$ cat src/rtl/twma_pkg.sv
`timescale 1ns / 1ps
// ----------------------------------------------------------------------------
// twma_pkg : shared types and constants
// Field widths, register indexes, sequencer states and the divider status
// word used across the moving average block.
// ----------------------------------------------------------------------------
package twma_pkg;

   localparam int SAMPLE_W   = 16;
   localparam int TICK_W     = 32;
   localparam int AVG_W      = 16;
   localparam int WINDOW_W   = 5;
   localparam int CSR_ADDR_W = 2;
   localparam int CSR_DATA_W = 32;

   // register indexes on the configuration port
   localparam logic [CSR_ADDR_W-1:0] CSR_SAMPLE_INTERVAL = 2'd0;
   localparam logic [CSR_ADDR_W-1:0] CSR_WINDOW_LENGTH   = 2'd1;

   localparam logic [TICK_W-1:0]   INTERVAL_RESET = 32'd100;
   localparam logic [WINDOW_W-1:0] WINDOW_RESET   = 5'd11;

   typedef enum logic [2:0] {
      ST_IDLE,
      ST_DIFF,
      ST_CHECK,
      ST_WRITE,
      ST_SUM,
      ST_DIV,
      ST_LOAD
   } state_type;

   typedef struct packed {
      logic busy;
      logic done;
   } div_status_type;

endpackage

$ cat src/rtl/twma_if.sv
`timescale 1ns / 1ps
// ----------------------------------------------------------------------------
// twma_if : channel interfaces
// Request, response and configuration channels, each with valid/ready.
// ----------------------------------------------------------------------------
interface twma_req_if;
   import twma_pkg::*;

   logic                valid;
   logic                ready;
   logic [SAMPLE_W-1:0] sample_value;
   logic [TICK_W-1:0]   tick_now;

   modport source (output valid, output sample_value, output tick_now, input ready);
   modport sink   (input valid, input sample_value, input tick_now, output ready);
endinterface

interface twma_rsp_if;
   import twma_pkg::*;

   logic             valid;
   logic             ready;
   logic [AVG_W-1:0] average_value;
   logic             sample_taken;

   modport source (output valid, output average_value, output sample_taken, input ready);
   modport sink   (input valid, input average_value, input sample_taken, output ready);
endinterface

interface twma_csr_if;
   import twma_pkg::*;

   logic                  valid;
   logic                  ready;
   logic [CSR_ADDR_W-1:0] index;
   logic [CSR_DATA_W-1:0] data;

   modport source (output valid, output index, output data, input ready);
   modport sink   (input valid, input index, input data, output ready);
endinterface

$ cat src/rtl/timed_windowed_moving_average_core.sv
`timescale 1ns / 1ps
// ----------------------------------------------------------------------------
// timed_windowed_moving_average_core : rate-limited windowed moving average
// Takes samples no more often than the programmed tick interval and reports
// the average of the most recent window of taken samples with every word.
// ----------------------------------------------------------------------------
// Each request word carries a sample and the current free-running tick. The
// sample joins the window only if the tick has moved on by more than
// sample_interval (modulo 2^32) since the last taken sample; the response
// word then carries the new truncated average and sample_taken = 1, otherwise
// the previous average and sample_taken = 0. The core takes one request at a
// time. When the sample is taken, the work is set by reading the ring one
// entry per cycle through its single read port and by the divider producing
// one quotient bit per cycle. The response sits in an output register, so
// the core goes back to accepting requests while the previous result waits.
// Write configuration only while the core is idle; the configuration channel
// is always ready.
// ----------------------------------------------------------------------------
module timed_windowed_moving_average_core #(
   parameter int RING_DEPTH  = 16,
   parameter int SAMPLE_BITS = 16
) (
   input  logic        clock,
   input  logic        reset,
   twma_req_if.sink    req_bus,
   twma_rsp_if.source  rsp_bus,
   twma_csr_if.sink    csr_bus
);
   import twma_pkg::*;

   localparam int IDX_W  = $clog2(RING_DEPTH);
   localparam int FILL_W = $clog2(RING_DEPTH + 1);
   localparam int SUM_W  = SAMPLE_BITS + FILL_W;
   localparam logic [FILL_W-1:0] DEPTH_F = FILL_W'(RING_DEPTH);

   // sequencer
   state_type state_ff, state_in;

   // configuration
   logic [TICK_W-1:0]   interval_ff, interval_in;
   logic [WINDOW_W-1:0] window_ff, window_in;

   // captured request word and intermediate results
   logic [SAMPLE_BITS-1:0] sample_ff, sample_in;
   logic [TICK_W-1:0]      tick_ff, tick_in;
   logic [TICK_W-1:0]      elapsed_ff, elapsed_in;
   logic                   taken_ff, taken_in;

   // window state
   logic [TICK_W-1:0] last_tick_ff, last_tick_in;
   logic [FILL_W-1:0] fill_ff, fill_in;
   logic [IDX_W-1:0]  wr_idx_ff, wr_idx_in;
   logic [AVG_W-1:0]  held_ff, held_in;

   // summing pass
   logic [FILL_W-1:0] rd_cnt_ff, rd_cnt_in;
   logic              rd_pend_ff, rd_pend_in;
   logic [SUM_W-1:0]  acc_ff, acc_in;

   // output register
   logic             rsp_valid_ff, rsp_valid_in;
   logic [AVG_W-1:0] rsp_avg_ff, rsp_avg_in;
   logic             rsp_taken_ff, rsp_taken_in;

   // combinational helpers
   logic [FILL_W-1:0]      win;
   logic [FILL_W-1:0]      idx_next;
   logic                   sum_done;
   logic                   load_ok;
   logic                   ram_we;
   logic [SAMPLE_BITS-1:0] ram_rdata;
   logic                   div_start;
   div_status_type         div_stat;
   logic [SUM_W-1:0]       div_quot;

   // ring of taken samples
   twma_ram #(
      .WIDTH (SAMPLE_BITS),
      .DEPTH (RING_DEPTH)
   ) u_ring (
      .clock (clock),
      .we    (ram_we),
      .waddr (wr_idx_ff),
      .wdata (sample_ff),
      .raddr (rd_cnt_ff[IDX_W-1:0]),
      .rdata (ram_rdata)
   );

   // divider for sum / fill count
   twma_div #(
      .DIVIDEND_W (SUM_W),
      .DIVISOR_W  (FILL_W)
   ) u_div (
      .clock    (clock),
      .reset    (reset),
      .start    (div_start),
      .dividend (acc_ff),
      .divisor  (fill_ff),
      .status   (div_stat),
      .quotient (div_quot)
   );

   // Clamp the programmed window into 1 .. RING_DEPTH.
   always_comb begin
      if (window_ff == '0) begin
         win = FILL_W'(1);
      end else if ({27'd0, window_ff} > 32'(RING_DEPTH)) begin
         win = DEPTH_F;
      end else begin
         win = FILL_W'(window_ff);
      end
   end

   assign sum_done = (rd_cnt_ff == fill_ff) && !rd_pend_ff;
   assign load_ok  = !rsp_valid_ff || rsp_bus.ready;
   assign idx_next = FILL_W'(wr_idx_ff) + FILL_W'(1);

   // Next state.
   always_comb begin
      state_in = state_ff;
      case (state_ff)
         ST_IDLE: begin
            if (req_bus.valid) state_in = ST_DIFF;
         end
         ST_DIFF: begin
            state_in = ST_CHECK;
         end
         ST_CHECK: begin
            state_in = (elapsed_ff > interval_ff) ? ST_WRITE : ST_LOAD;
         end
         ST_WRITE: begin
            state_in = ST_SUM;
         end
         ST_SUM: begin
            if (sum_done) state_in = ST_DIV;
         end
         ST_DIV: begin
            if (div_stat.done) state_in = ST_LOAD;
         end
         ST_LOAD: begin
            if (load_ok) state_in = ST_IDLE;
         end
         default: begin
            state_in = ST_IDLE;
         end
      endcase
   end

   // Datapath and outputs.
   always_comb begin
      interval_in  = interval_ff;
      window_in    = window_ff;
      sample_in    = sample_ff;
      tick_in      = tick_ff;
      elapsed_in   = elapsed_ff;
      taken_in     = taken_ff;
      last_tick_in = last_tick_ff;
      fill_in      = fill_ff;
      wr_idx_in    = wr_idx_ff;
      held_in      = held_ff;
      rd_cnt_in    = rd_cnt_ff;
      rd_pend_in   = 1'b0;
      acc_in       = acc_ff;
      rsp_valid_in = rsp_valid_ff;
      rsp_avg_in   = rsp_avg_ff;
      rsp_taken_in = rsp_taken_ff;
      ram_we       = 1'b0;
      div_start    = 1'b0;

      // configuration writes; other indexes are ignored
      if (csr_bus.valid) begin
         if (csr_bus.index == CSR_SAMPLE_INTERVAL) begin
            interval_in = csr_bus.data;
         end else if (csr_bus.index == CSR_WINDOW_LENGTH) begin
            window_in = csr_bus.data[WINDOW_W-1:0];
         end
      end

      // retire the response word once taken downstream
      if (rsp_valid_ff && rsp_bus.ready) begin
         rsp_valid_in = 1'b0;
      end

      case (state_ff)
         ST_IDLE: begin
            // capture the request word; keep only SAMPLE_BITS of the sample
            if (req_bus.valid) begin
               sample_in = SAMPLE_BITS'(req_bus.sample_value);
               tick_in   = req_bus.tick_now;
            end
         end
         ST_DIFF: begin
            elapsed_in = tick_ff - last_tick_ff;
         end
         ST_CHECK: begin
            taken_in = (elapsed_ff > interval_ff);
         end
         ST_WRITE: begin
            // store the sample, grow the fill and advance the write index
            ram_we       = 1'b1;
            last_tick_in = tick_ff;
            fill_in      = (fill_ff < win) ? fill_ff + FILL_W'(1) : win;
            wr_idx_in    = (idx_next >= win) ? '0 : idx_next[IDX_W-1:0];
            rd_cnt_in    = '0;
            acc_in       = '0;
         end
         ST_SUM: begin
            // issue one read per cycle, add each entry when its registered read data returns
            if (rd_cnt_ff != fill_ff) begin
               rd_cnt_in  = rd_cnt_ff + FILL_W'(1);
               rd_pend_in = 1'b1;
            end
            if (rd_pend_ff) begin
               acc_in = acc_ff + SUM_W'(ram_rdata);
            end
            if (sum_done) begin
               div_start = 1'b1;
            end
         end
         ST_DIV: begin
            if (div_stat.done) begin
               held_in = AVG_W'(div_quot);
            end
         end
         ST_LOAD: begin
            if (load_ok) begin
               rsp_valid_in = 1'b1;
               rsp_avg_in   = held_ff;
               rsp_taken_in = taken_ff;
            end
         end
         default: begin
         end
      endcase
   end

   always_ff @(posedge clock) begin
      if (reset) begin
         state_ff     <= ST_IDLE;
         interval_ff  <= INTERVAL_RESET;
         window_ff    <= WINDOW_RESET;
         last_tick_ff <= '0;
         fill_ff      <= '0;
         wr_idx_ff    <= '0;
         held_ff      <= '0;
         rd_pend_ff   <= 1'b0;
         rsp_valid_ff <= 1'b0;
      end else begin
         state_ff     <= state_in;
         interval_ff  <= interval_in;
         window_ff    <= window_in;
         last_tick_ff <= last_tick_in;
         fill_ff      <= fill_in;
         wr_idx_ff    <= wr_idx_in;
         held_ff      <= held_in;
         rd_pend_ff   <= rd_pend_in;
         rsp_valid_ff <= rsp_valid_in;
      end
      sample_ff    <= sample_in;
      tick_ff      <= tick_in;
      elapsed_ff   <= elapsed_in;
      taken_ff     <= taken_in;
      rd_cnt_ff    <= rd_cnt_in;
      acc_ff       <= acc_in;
      rsp_avg_ff   <= rsp_avg_in;
      rsp_taken_ff <= rsp_taken_in;
   end

   assign req_bus.ready         = (state_ff == ST_IDLE);
   assign csr_bus.ready         = 1'b1;
   assign rsp_bus.valid         = rsp_valid_ff;
   assign rsp_bus.average_value = rsp_avg_ff;
   assign rsp_bus.sample_taken  = rsp_taken_ff;
endmodule

$ cat src/rtl/twma_ram.sv
`timescale 1ns / 1ps
// ----------------------------------------------------------------------------
// twma_ram : generic single-write, single-read RAM
// One write port, one read port with registered read data.
// ----------------------------------------------------------------------------
module twma_ram #(
   parameter int WIDTH = 16,
   parameter int DEPTH = 16
) (
   input  logic                     clock,
   input  logic                     we,
   input  logic [$clog2(DEPTH)-1:0] waddr,
   input  logic [WIDTH-1:0]         wdata,
   input  logic [$clog2(DEPTH)-1:0] raddr,
   output logic [WIDTH-1:0]         rdata
);
   logic [WIDTH-1:0] mem [DEPTH];
   logic [WIDTH-1:0] rdata_ff;

   always_ff @(posedge clock) begin
      if (we) begin
         mem[waddr] <= wdata;
      end
      rdata_ff <= mem[raddr];
   end

   assign rdata = rdata_ff;
endmodule

$ cat src/rtl/twma_div.sv
`timescale 1ns / 1ps
// ----------------------------------------------------------------------------
// twma_div : iterative unsigned divider
// Restoring division, one quotient bit per cycle; done pulses for one cycle.
// ----------------------------------------------------------------------------
module twma_div #(
   parameter int DIVIDEND_W = 21,
   parameter int DIVISOR_W  = 5
) (
   input  logic                        clock,
   input  logic                        reset,
   input  logic                        start,
   input  logic [DIVIDEND_W-1:0]       dividend,
   input  logic [DIVISOR_W-1:0]        divisor,
   output twma_pkg::div_status_type    status,
   output logic [DIVIDEND_W-1:0]       quotient
);
   import twma_pkg::*;

   localparam int STEP_W = $clog2(DIVIDEND_W + 1);

   logic [DIVIDEND_W-1:0] dvd_ff, dvd_in;
   logic [DIVISOR_W-1:0]  dvs_ff, dvs_in;
   logic [DIVISOR_W-1:0]  rem_ff, rem_in;
   logic [STEP_W-1:0]     cnt_ff, cnt_in;
   logic                  busy_ff, busy_in;
   logic                  done_ff, done_in;

   logic [DIVISOR_W:0] trial;
   logic [DIVISOR_W:0] diff;
   logic               fits;

   always_comb begin
      trial = {rem_ff, dvd_ff[DIVIDEND_W-1]};
      diff  = trial - {1'b0, dvs_ff};
      fits  = (trial >= {1'b0, dvs_ff});

      dvd_in  = dvd_ff;
      dvs_in  = dvs_ff;
      rem_in  = rem_ff;
      cnt_in  = cnt_ff;
      busy_in = busy_ff;
      done_in = 1'b0;

      if (start) begin
         dvd_in  = dividend;
         dvs_in  = divisor;
         rem_in  = '0;
         cnt_in  = STEP_W'(DIVIDEND_W);
         busy_in = 1'b1;
      end else if (busy_ff) begin
         // shift in the next dividend bit, subtract where it fits
         rem_in = fits ? diff[DIVISOR_W-1:0] : trial[DIVISOR_W-1:0];
         dvd_in = {dvd_ff[DIVIDEND_W-2:0], fits};
         cnt_in = cnt_ff - STEP_W'(1);
         if (cnt_ff == STEP_W'(1)) begin
            busy_in = 1'b0;
            done_in = 1'b1;
         end
      end
   end

   always_ff @(posedge clock) begin
      if (reset) begin
         busy_ff <= 1'b0;
         done_ff <= 1'b0;
         cnt_ff  <= '0;
      end else begin
         busy_ff <= busy_in;
         done_ff <= done_in;
         cnt_ff  <= cnt_in;
      end
      dvd_ff <= dvd_in;
      dvs_ff <= dvs_in;
      rem_ff <= rem_in;
   end

   assign status.busy = busy_ff;
   assign status.done = done_ff;
   assign quotient    = dvd_ff;
endmodule
$ cat src/flat_wrapper.sv
// flat-port wrapper written by rule: the top's interface ports become plain ports
module timed_windowed_moving_average_core_flat import twma_pkg::*;
#(
   parameter int RING_DEPTH  = 16,
   parameter int SAMPLE_BITS = 16
)
  (clock, reset, req_bus_valid, req_bus_sample_value, req_bus_tick_now, req_bus_ready, rsp_bus_valid, rsp_bus_average_value, rsp_bus_sample_taken, rsp_bus_ready, csr_bus_valid, csr_bus_index, csr_bus_data, csr_bus_ready);
  twma_req_if req_bus_i ();
  twma_rsp_if rsp_bus_i ();
  twma_csr_if csr_bus_i ();
  input  logic clock;
  input  logic reset;
  input wire logic [$bits(req_bus_i.valid)-1:0] req_bus_valid;
  input wire logic [$bits(req_bus_i.sample_value)-1:0] req_bus_sample_value;
  input wire logic [$bits(req_bus_i.tick_now)-1:0] req_bus_tick_now;
  output wire logic [$bits(req_bus_i.ready)-1:0] req_bus_ready;
  output wire logic [$bits(rsp_bus_i.valid)-1:0] rsp_bus_valid;
  output wire logic [$bits(rsp_bus_i.average_value)-1:0] rsp_bus_average_value;
  output wire logic [$bits(rsp_bus_i.sample_taken)-1:0] rsp_bus_sample_taken;
  input wire logic [$bits(rsp_bus_i.ready)-1:0] rsp_bus_ready;
  input wire logic [$bits(csr_bus_i.valid)-1:0] csr_bus_valid;
  input wire logic [$bits(csr_bus_i.index)-1:0] csr_bus_index;
  input wire logic [$bits(csr_bus_i.data)-1:0] csr_bus_data;
  output wire logic [$bits(csr_bus_i.ready)-1:0] csr_bus_ready;
  assign req_bus_i.valid = req_bus_valid;
  assign req_bus_i.sample_value = req_bus_sample_value;
  assign req_bus_i.tick_now = req_bus_tick_now;
  assign req_bus_ready = req_bus_i.ready;
  assign rsp_bus_valid = rsp_bus_i.valid;
  assign rsp_bus_average_value = rsp_bus_i.average_value;
  assign rsp_bus_sample_taken = rsp_bus_i.sample_taken;
  assign rsp_bus_i.ready = rsp_bus_ready;
  assign csr_bus_i.valid = csr_bus_valid;
  assign csr_bus_i.index = csr_bus_index;
  assign csr_bus_i.data = csr_bus_data;
  assign csr_bus_ready = csr_bus_i.ready;
  timed_windowed_moving_average_core #(.RING_DEPTH(RING_DEPTH), .SAMPLE_BITS(SAMPLE_BITS)) u_core (.clock(clock), .reset(reset), .req_bus(req_bus_i), .rsp_bus(rsp_bus_i), .csr_bus(csr_bus_i));
endmodule
$ cat config.mk
export PLATFORM = sky130hd
export DESIGN_NAME = timed_windowed_moving_average_core_flat
export DESIGN_NICKNAME = d
export VERILOG_FILES = /design/src/rtl/twma_pkg.sv /design/src/rtl/twma_if.sv /design/src/rtl/timed_windowed_moving_average_core.sv /design/src/rtl/twma_ram.sv /design/src/rtl/twma_div.sv /design/src/flat_wrapper.sv
export SDC_FILE = /design/constraint.sdc
export NUM_CORES = 1
export LEC_CHECK = 0
export BUFFER_PORTS_ARGS = -buffer_cell sky130_fd_sc_hd__buf_2
export CORE_ASPECT_RATIO = 0.9
export CORE_UTILIZATION = 55
export DETAILED_ROUTE_END_ITERATION = 6
export GPL_TIMING_DRIVEN = 0
export PLACE_DENSITY = 0.73
export REMOVE_ABC_BUFFERS = 1
export SYNTH_ARGS = -nofsm -noshare
export SYNTH_HDL_FRONTEND = slang
export SYNTH_SLANG_ARGS = --single-unit
$ cat constraint.sdc
create_clock -name clock -period 4.7 [get_ports clock]
set_clock_uncertainty 0.15 [all_clocks]
set_input_delay 0.47 -clock clock [delete_from_list [all_inputs] [get_ports clock]]
set_output_delay 0.47 -clock clock [all_outputs]
set_load 0.05 [all_outputs]
==> results of run 1 <==
## layout make-up
cell class,instances,area [um^2],area share (%)
inverters,105,394.1,1.449
clock inverters,29,294.0,1.081
repair buffers,221,2062,7.582
flip-flops and latches,533,14730,54.18
well taps,540,675.6,2.484
clock buffers,66,1384,5.089
multi-input cells,967,7651,28.13
## cell usage in the layout, fill, tap and decap left out, types with 8 or more instances in the layout
| cell type | netlist | layout |
|---|---|---|
| nand2b_1 | 17 | 17 |
| xnor2_1 | 28 | 28 |
| clkinv_2 | 0 | 9 |
| nand4_1 | 10 | 10 |
| nor2_2 | 1 | 13 |
| xor2_1 | 25 | 25 |
| o21ai_0 | 19 | 19 |
| buf_6 | 0 | 10 |
| mux4_2 | 80 | 80 |
| o21ai_1 | 16 | 16 |
| nor3_1 | 19 | 15 |
| buf_2 | 10 | 104 |
| a21oi_1 | 138 | 138 |
| nor2b_1 | 14 | 13 |
| clkbuf_1 | 52 | 11 |
| buf_8 | 0 | 9 |
| nand2_1 | 203 | 203 |
| buf_16 | 0 | 18 |
| mux2i_1 | 8 | 8 |
| inv_1 | 105 | 105 |
| a21o_1 | 35 | 35 |
| edfxtp_1 | 406 | 406 |
| dlygate4sd3_1 | 0 | 79 |
| a211o_1 | 9 | 9 |
| dfxtp_1 | 127 | 127 |
| ha_1 | 101 | 101 |
| nor2_1 | 93 | 80 |
| mux2_1 | 16 | 16 |
| clkbuf_16 | 0 | 52 |
| nand3_1 | 13 | 13 |
## path summary, 6_finish.rpt
check                           endpoint  slack, ns
max            u_core.u_div.quotient[11]       0.86
min               u_core.interval_ff[17]       0.03
max reg2reg    u_core.u_div.quotient[11]       0.86
min reg2reg  u_core.rsp_bus.sample_taken       0.27
## report_power, final
group / switching (mW) / leakage (nW) / internal, mW
Sequential: 0.177 / 4.73 / 5.35
Combinational: 0.714 / 4.13 / 0.601
Clock: 1.76 / 0.813 / 2.36
Total: 2.65 / 9.67 / 8.31
## cells by family after synthesis
kind of cell	Yosys count
flops	533
simple gates	414
compound gates	286
buf+inv	175
mux	109
fa+ha+maj	104
xor+xnor	53
other cells	1
## metrics by stage
stage | instance area [um^2] | utilization [%] | total power [mW] | TNS, ns
after global routing | 27190 | 66.49 | 11.37 | 0
final | 27190 | 66.49 | 10.96 | 0
after detailed placement | 24730 | 60.45 | 6.870 | 0
after floorplan | 22710 | - | 6.470 | -11.20
after CTS | 27190 | 66.49 | 11.03 | 0
after global placement | 23910 | 58.45 | 6.785 | -391.52
## registers in the layout, summed over array words and instances (netlist names), 3 cells and up
signal / count
u_core.acc_ff: 21
u_core.elapsed_ff: 32
u_core.fill_ff: 5
u_core.held_ff: 16
u_core.interval_ff: 32
u_core.last_tick_ff: 32
u_core.rd_cnt_ff: 5
u_core.rsp_bus.average_value: 16
u_core.sample_ff: 16
u_core.state_ff: 3
u_core.tick_ff: 32
u_core.u_div.cnt_ff: 5
u_core.u_div.dvs_ff: 5
u_core.u_div.quotient: 21
u_core.u_div.rem_ff: 5
u_core.u_ring.mem: 256
u_core.u_ring.rdata: 16
u_core.window_ff: 5
u_core.wr_idx_ff: 4
## repair_timing
action | 4_1_cts | 5_1_grt
resized for setup | 0 | 0
hold buffers | 79 | 0
hold endpoints to repair | 81 | 0
## metal layers
metal	vias to the layer above	wire length, um	track usage, %
met3	113	2911	3.550
met4	2	1566	9.390
li1	6585	-	-
met2	484	23390	38.04
met5	-	19	0
met1	6815	20950	31.94
## worst max-delay path, cell delays in order, from the launching register on
cell and delay (ns):
edfxtp_1 1.18, xor2_1 0.14, nor3_1 0.23, nand3_1 0.20, nor3_4 0.75, or2_1 0.80
==> impl_metrics.json, run 1 <==
{
  "run_status": "finished, final reports clean",
  "yosysTopAreaCellShare_pct": 53.03,
  "post-cts-setup-buffers": 0,
  "via_per_inst": 5.688,
  "pre_cts_slack_ns": 0.8934,
  "dieArea_mm2": 0.04262,
  "hold_path_depth": 3,
  "layout_setup_ws_ns": 0.8614,
  "port_buffers": 105,
  "coreArea_mm2": 0.04090,
  "grt_pass1_vias": 13830,
  "grt_first_pass_wirelength_mm": 76.38,
  "rsz0062_at_grt": "false",
  "post-route-min-period_ns": 3.839,
  "globalplace.congestion": 0.8319,
  "synth_commonest_cells": "edfxtp_1, nand2_1, a21oi_1",
  "dieWidth_um": 217.5,
  "num_rows": 70,
  "synthAdderAreaFrac_pct": 5.758,
  "clk_pin_slew_ns": 0.06,
  "antenna_found_initial": 3,
  "insertedDiodeCount": 0,
  "crit_type": "reg2reg",
  "cts-root-buf": "clkbuf_16",
  "synthTopCellsByArea": "edfxtp_1, dfxtp_1, mux4_2",
  "worstRegToRegCells": 5,
  "critPathRequiredTime_ns": 4.76,
  "clk_path_buf_depth": 3,
  "slew_viol_final": 0,
  "power.density_mw_per_mm2": 403.0,
  "wirelength_mm": 48.84,
  "fillers": 2798,
  "fin_nets": 2070,
  "ys.flop_type": "edfxtp_1",
  "min_from": "csr_bus_data[17]",
  "worst_ep_arrival_time_ns": 3.90,
  "synth_top_family_by_area": "multiplexers",
  "ios": 107,
  "crit_start": "u_core.rd_cnt_ff[3]",
  "syn-instance-count": 1675,
  "synthArstFlopShare_pct": 0,
  "synthXorXnorAreaFrac_pct": 2.019,
  "cts_tree": "yes",
  "synth_edf_count": 406,
  "h-tree-depth": 2,
  "holdWs_ns": 0.02556,
  "drive_above_1_share_pct": 18.12,
  "synth-simple-area-share_pct": 8.125,
  "vias": 14000,
  "r2r-start": "u_core.rd_cnt_ff[3]",
  "area_growth_pct": 18.29,
  "cap_violations": 0,
  "synth-seq-cells": 533,
  "drt_iter0_markers": 1274,
  "clk_latency_ns": 0.61,
  "hold_class": "in2reg",
  "overflow": 0,
  "synth_compound_area_share_pct": 7.831,
  "yosys.area.top_type": "edfxtp_1",
  "finalNonFillerCells": 2461,
  "worst_setup_path_start_kind": "flop",
  "crit_fanout": 21,
  "drc": 0,
  "synth_area_per_cell_um2": 13.73,
  "finalSetupViolations": 0,
  "drtAntennaViolNets": 0,
  "die_h_um": 196.0,
  "first_pass_iters": 5,
  "cts_sinks": 533,
  "grt_usage_pct": 23.47,
  "wl_per_cell_um": 19.84,
  "ys_warn_count": 0,
  "dp_cells": 2287,
  "p_leak_nw": 9.671,
  "tightest_slew_ns": 1.242,
  "worstSetupEndpointType": "flop",
  "ir_drop_mv": 0.3484,
  "fin_crit_sh_pct": 81.67,
  "start_util_pct": 56.21,
  "synth_most_common_cell": "edfxtp_1",
  "ys_types": 82,
  "clock.fmax_ghz": 0.2605,
  "hold_violations": 0,
  "yosysSeqAreaShare_pct": 64.09,
  "grt_max_degree": 67,
  "cts_made_buffers": 51,
  "syn-cell-area_mm2": 0.02299,
  "dp_hpwl_mm": 30.87,
  "slew_headroom_pct": 17.18,
  "synthMuxAreaShare_pct": 9.214
}
Note: power is estimated with default switching activity, not from simulation.
==> run 2: changes to the inputs <==
ABC_AREA = 1   (was default)
PLACE_DENSITY = 0.75   (was 0.73)
clock period = 3.2 ns   (was 4.7 ns; I/O delays follow)
==> impl_metrics.json, run 2 <==
{
  "top_register": "u_core.u_ring.mem",
  "worst_setup_path_start_kind": "flop",
  "hold_class": "in2reg",
  "wl_per_cell_um": 18.53,
  "port_buffers": 105,
  "coreArea_mm2": 0.04175,
  "ys.flop_type": "edfxtp_1",
  "power.density_mw_per_mm2": 605.7,
  "vias": 16980,
  "synth_commonest_cells": "edfxtp_1, nand2_1, o21ai_0",
  "globalplace.congestion": 0.8580,
  "fin_crit_sh_pct": 95.11,
  "cts_tree": "yes",
  "finalSetupViolations": 0,
  "critPathRequiredTime_ns": 3.55,
  "drtAntennaViolNets": 0,
  "tightest_slew_ns": 1.070,
  "ys_types": 42,
  "critical_path.slowest_cell": "nor2_2",
  "grt_pass1_vias": 16420,
  "dieWidth_um": 219.0,
  "area_growth_pct": 17.92,
  "ys_warn_count": 0,
  "grt_max_degree": 82,
  "h-tree-depth": 2,
  "ios": 107,
  "clk_path_buf_depth": 3,
  "cp_top_family": "simple AND/OR/NAND/NOR gates",
  "start_util_pct": 55.82,
  "critPathMaxStageDelay_ns": 1.16,
  "worstSetupEndpointType": "flop",
  "num_rows": 71,
  "synthAdderAreaFrac_pct": 5.680,
  "drive_above_1_share_pct": 10.71,
  "via_per_inst": 5.706,
  "antenna_found_initial": 1,
  "slew_headroom_pct": 28.59,
  "wirelength_mm": 55.15,
  "rsz0062_at_grt": "false",
  "post-route-min-period_ns": 3.043,
  "clock.fmax_ghz": 0.3286,
  "synthArstFlopShare_pct": 0,
  "final_cell_mix": "edfxtp_1, nand2_1, o21ai_0",
  "cts-root-buf": "clkbuf_16",
  "synthTopCellsByArea": "edfxtp_1, dfxtp_1, ha_1",
  "syn-instance-count": 2197,
  "yosysSeqAreaShare_pct": 63.22,
  "dieArea_mm2": 0.04320,
  "largest_reg_flops": 256,
  "synth_compound_area_share_pct": 13.07,
  "fillers": 3056,
  "synth_area_per_cell_um2": 10.61,
  "synth_top_family_by_area": "compound AO/OA/AOI/OAI gates",
  "yosysTopAreaCellShare_pct": 52.31,
  "cts_made_buffers": 52,
  "grt_first_pass_wirelength_mm": 85.96,
  "grt_usage_pct": 25.67,
  "clk_pin_slew_ns": 0.06,
  "clk_latency_ns": 0.60,
  "synthMuxAreaShare_pct": 0,
  "pre_cts_slack_ns": -1.306,
  "yosys.area.top_type": "edfxtp_1",
  "drt_iter0_markers": 1594,
  "worst_ep_arrival_time_ns": 3.40,
  "cp_cell_sequence": "clkinv_1, nor2_2, nand2_1, nand3_1",
  "crit_fanout": 19,
  "hold_violations": 0,
  "drc": 0,
  "run_status": "finished, final reports clean",
  "slew_viol_final": 0,
  "holdWs_ns": 0.04708,
  "synth_most_common_cell": "edfxtp_1",
  "cap_violations": 0,
  "fin_nets": 2576,
  "synth_edf_count": 406,
  "layout_setup_ws_ns": 0.1566,
  "dp_hpwl_mm": 35.08,
  "layout_commonest_cell": "edfxtp_1",
  "crit_type": "reg2reg",
  "synth-simple-area-share_pct": 11.92,
  "syn-cell-area_mm2": 0.02331,
  "synthXorXnorAreaFrac_pct": 1.503,
  "first_pass_iters": 7,
  "synth-seq-cells": 533,
  "p_leak_nw": 10.20,
  "die_h_um": 197.3,
  "ir_drop_mv": 0.5154,
  "path_buf_inv": 1,
  "cts_sinks": 533,
  "overflow": 0
}
## run 2: cell count changes after synthesis, sizes merged, moves of 27 or more
cell | previous run | this run
a21oi | 142 | 181
nand3 | 14 | 84
o21ai | 36 | 250
o22ai | 1 | 38
nor2 | 94 | 238
mux4 | 80 | 0
clkbuf | 53 | 80
inv | 105 | 183
nand2 | 203 | 328
## run 2: final timing paths
kind	slack, ns	endpoint	depth (start not counted)	from
min reg2reg	0.28	u_core.rsp_bus.sample_taken	0	u_core.taken_ff
max reg2reg	0.16	u_core.u_ring.rdata[5]	4	u_core.rd_cnt_ff[3]
min	0.05	u_core.interval_ff[8]	3	csr_bus_data[8]
max	0.16	u_core.u_ring.rdata[5]	4	u_core.rd_cnt_ff[3]
## run 2: layout make-up
type	instances	area, um^2	share of cell area, %
clock buffers	80	1506	5.481
well taps	547	684.4	2.490
diodes	1	2.502	0.009105
multi-input cells	1385	7629	27.76
inverters	187	713.2	2.595
clock inverters	17	201.4	0.7330
flip-flops and latches	533	14730	53.61
repair buffers	226	2012	7.321
## run 2: cell families after synthesis
| kind of cell | Yosys count |
|---|---|
| AOI/OAI and AO/OA | 551 |
| and+or+nand+nor | 689 |
| xor gates and xnor gates | 40 |
| other | 1 |
| buffers and inverters | 279 |
| adders and majority gates | 104 |
| DFF | 533 |
## run 2: worst min-delay path, delay by kind of cell
| family | cells | cell delay, ns |
|---|---|---|
| buffers and inverters | 1 | 0.07 |
| AO/OA/AOI/OAI | 2 | 0.35 |
## run 2: where the power goes
group / internal (mW) / total [mW] / switching, mW
Clock: 3.56 / 6.12 / 2.56
Combinational: 0.852 / 2.34 / 1.48
Sequential: 7.93 / 8.19 / 0.256
## run 2: stage by stage
| step | setup TNS (ns) | utilization [%] | instance area, um^2 | total power, mW | instances |
|---|---|---|---|---|---|
| 6_report | 0 | 65.82 | 27480 | 16.65 | 2976 |
| 4_1_cts | 0 | 65.72 | 27440 | 16.64 | 2974 |
| 3_5_place_dp | -47.71 | 59.48 | 24840 | 10.52 | 2791 |
| 2_1_floorplan | -252.69 | - | 22940 | 9.753 | 2105 |
| 5_1_grt | 0 | 65.82 | 27480 | 17.27 | 2975 |
| 3_3_place_gp | -1043.88 | 57.84 | 24150 | 10.39 | 2757 |
## run 2: per-layer routing
layer	vias up	wire length [um]	GRT usage [%]
met3	121	3981	4.403
met5	-	0	0
met4	0	1607	9.439
met1	8113	23070	34.58
met2	641	26490	41.87
li1	8107	-	-
## run 2: timing repair
action | in CTS | in global routing
setup buffers | 3 | 0
setup endpoints to repair | 80 | 44
endpoints found under the hold margin | 86 | 0
resized for setup | 8 | 2
cloned | 0 | 1
hold buffers | 83 | 0
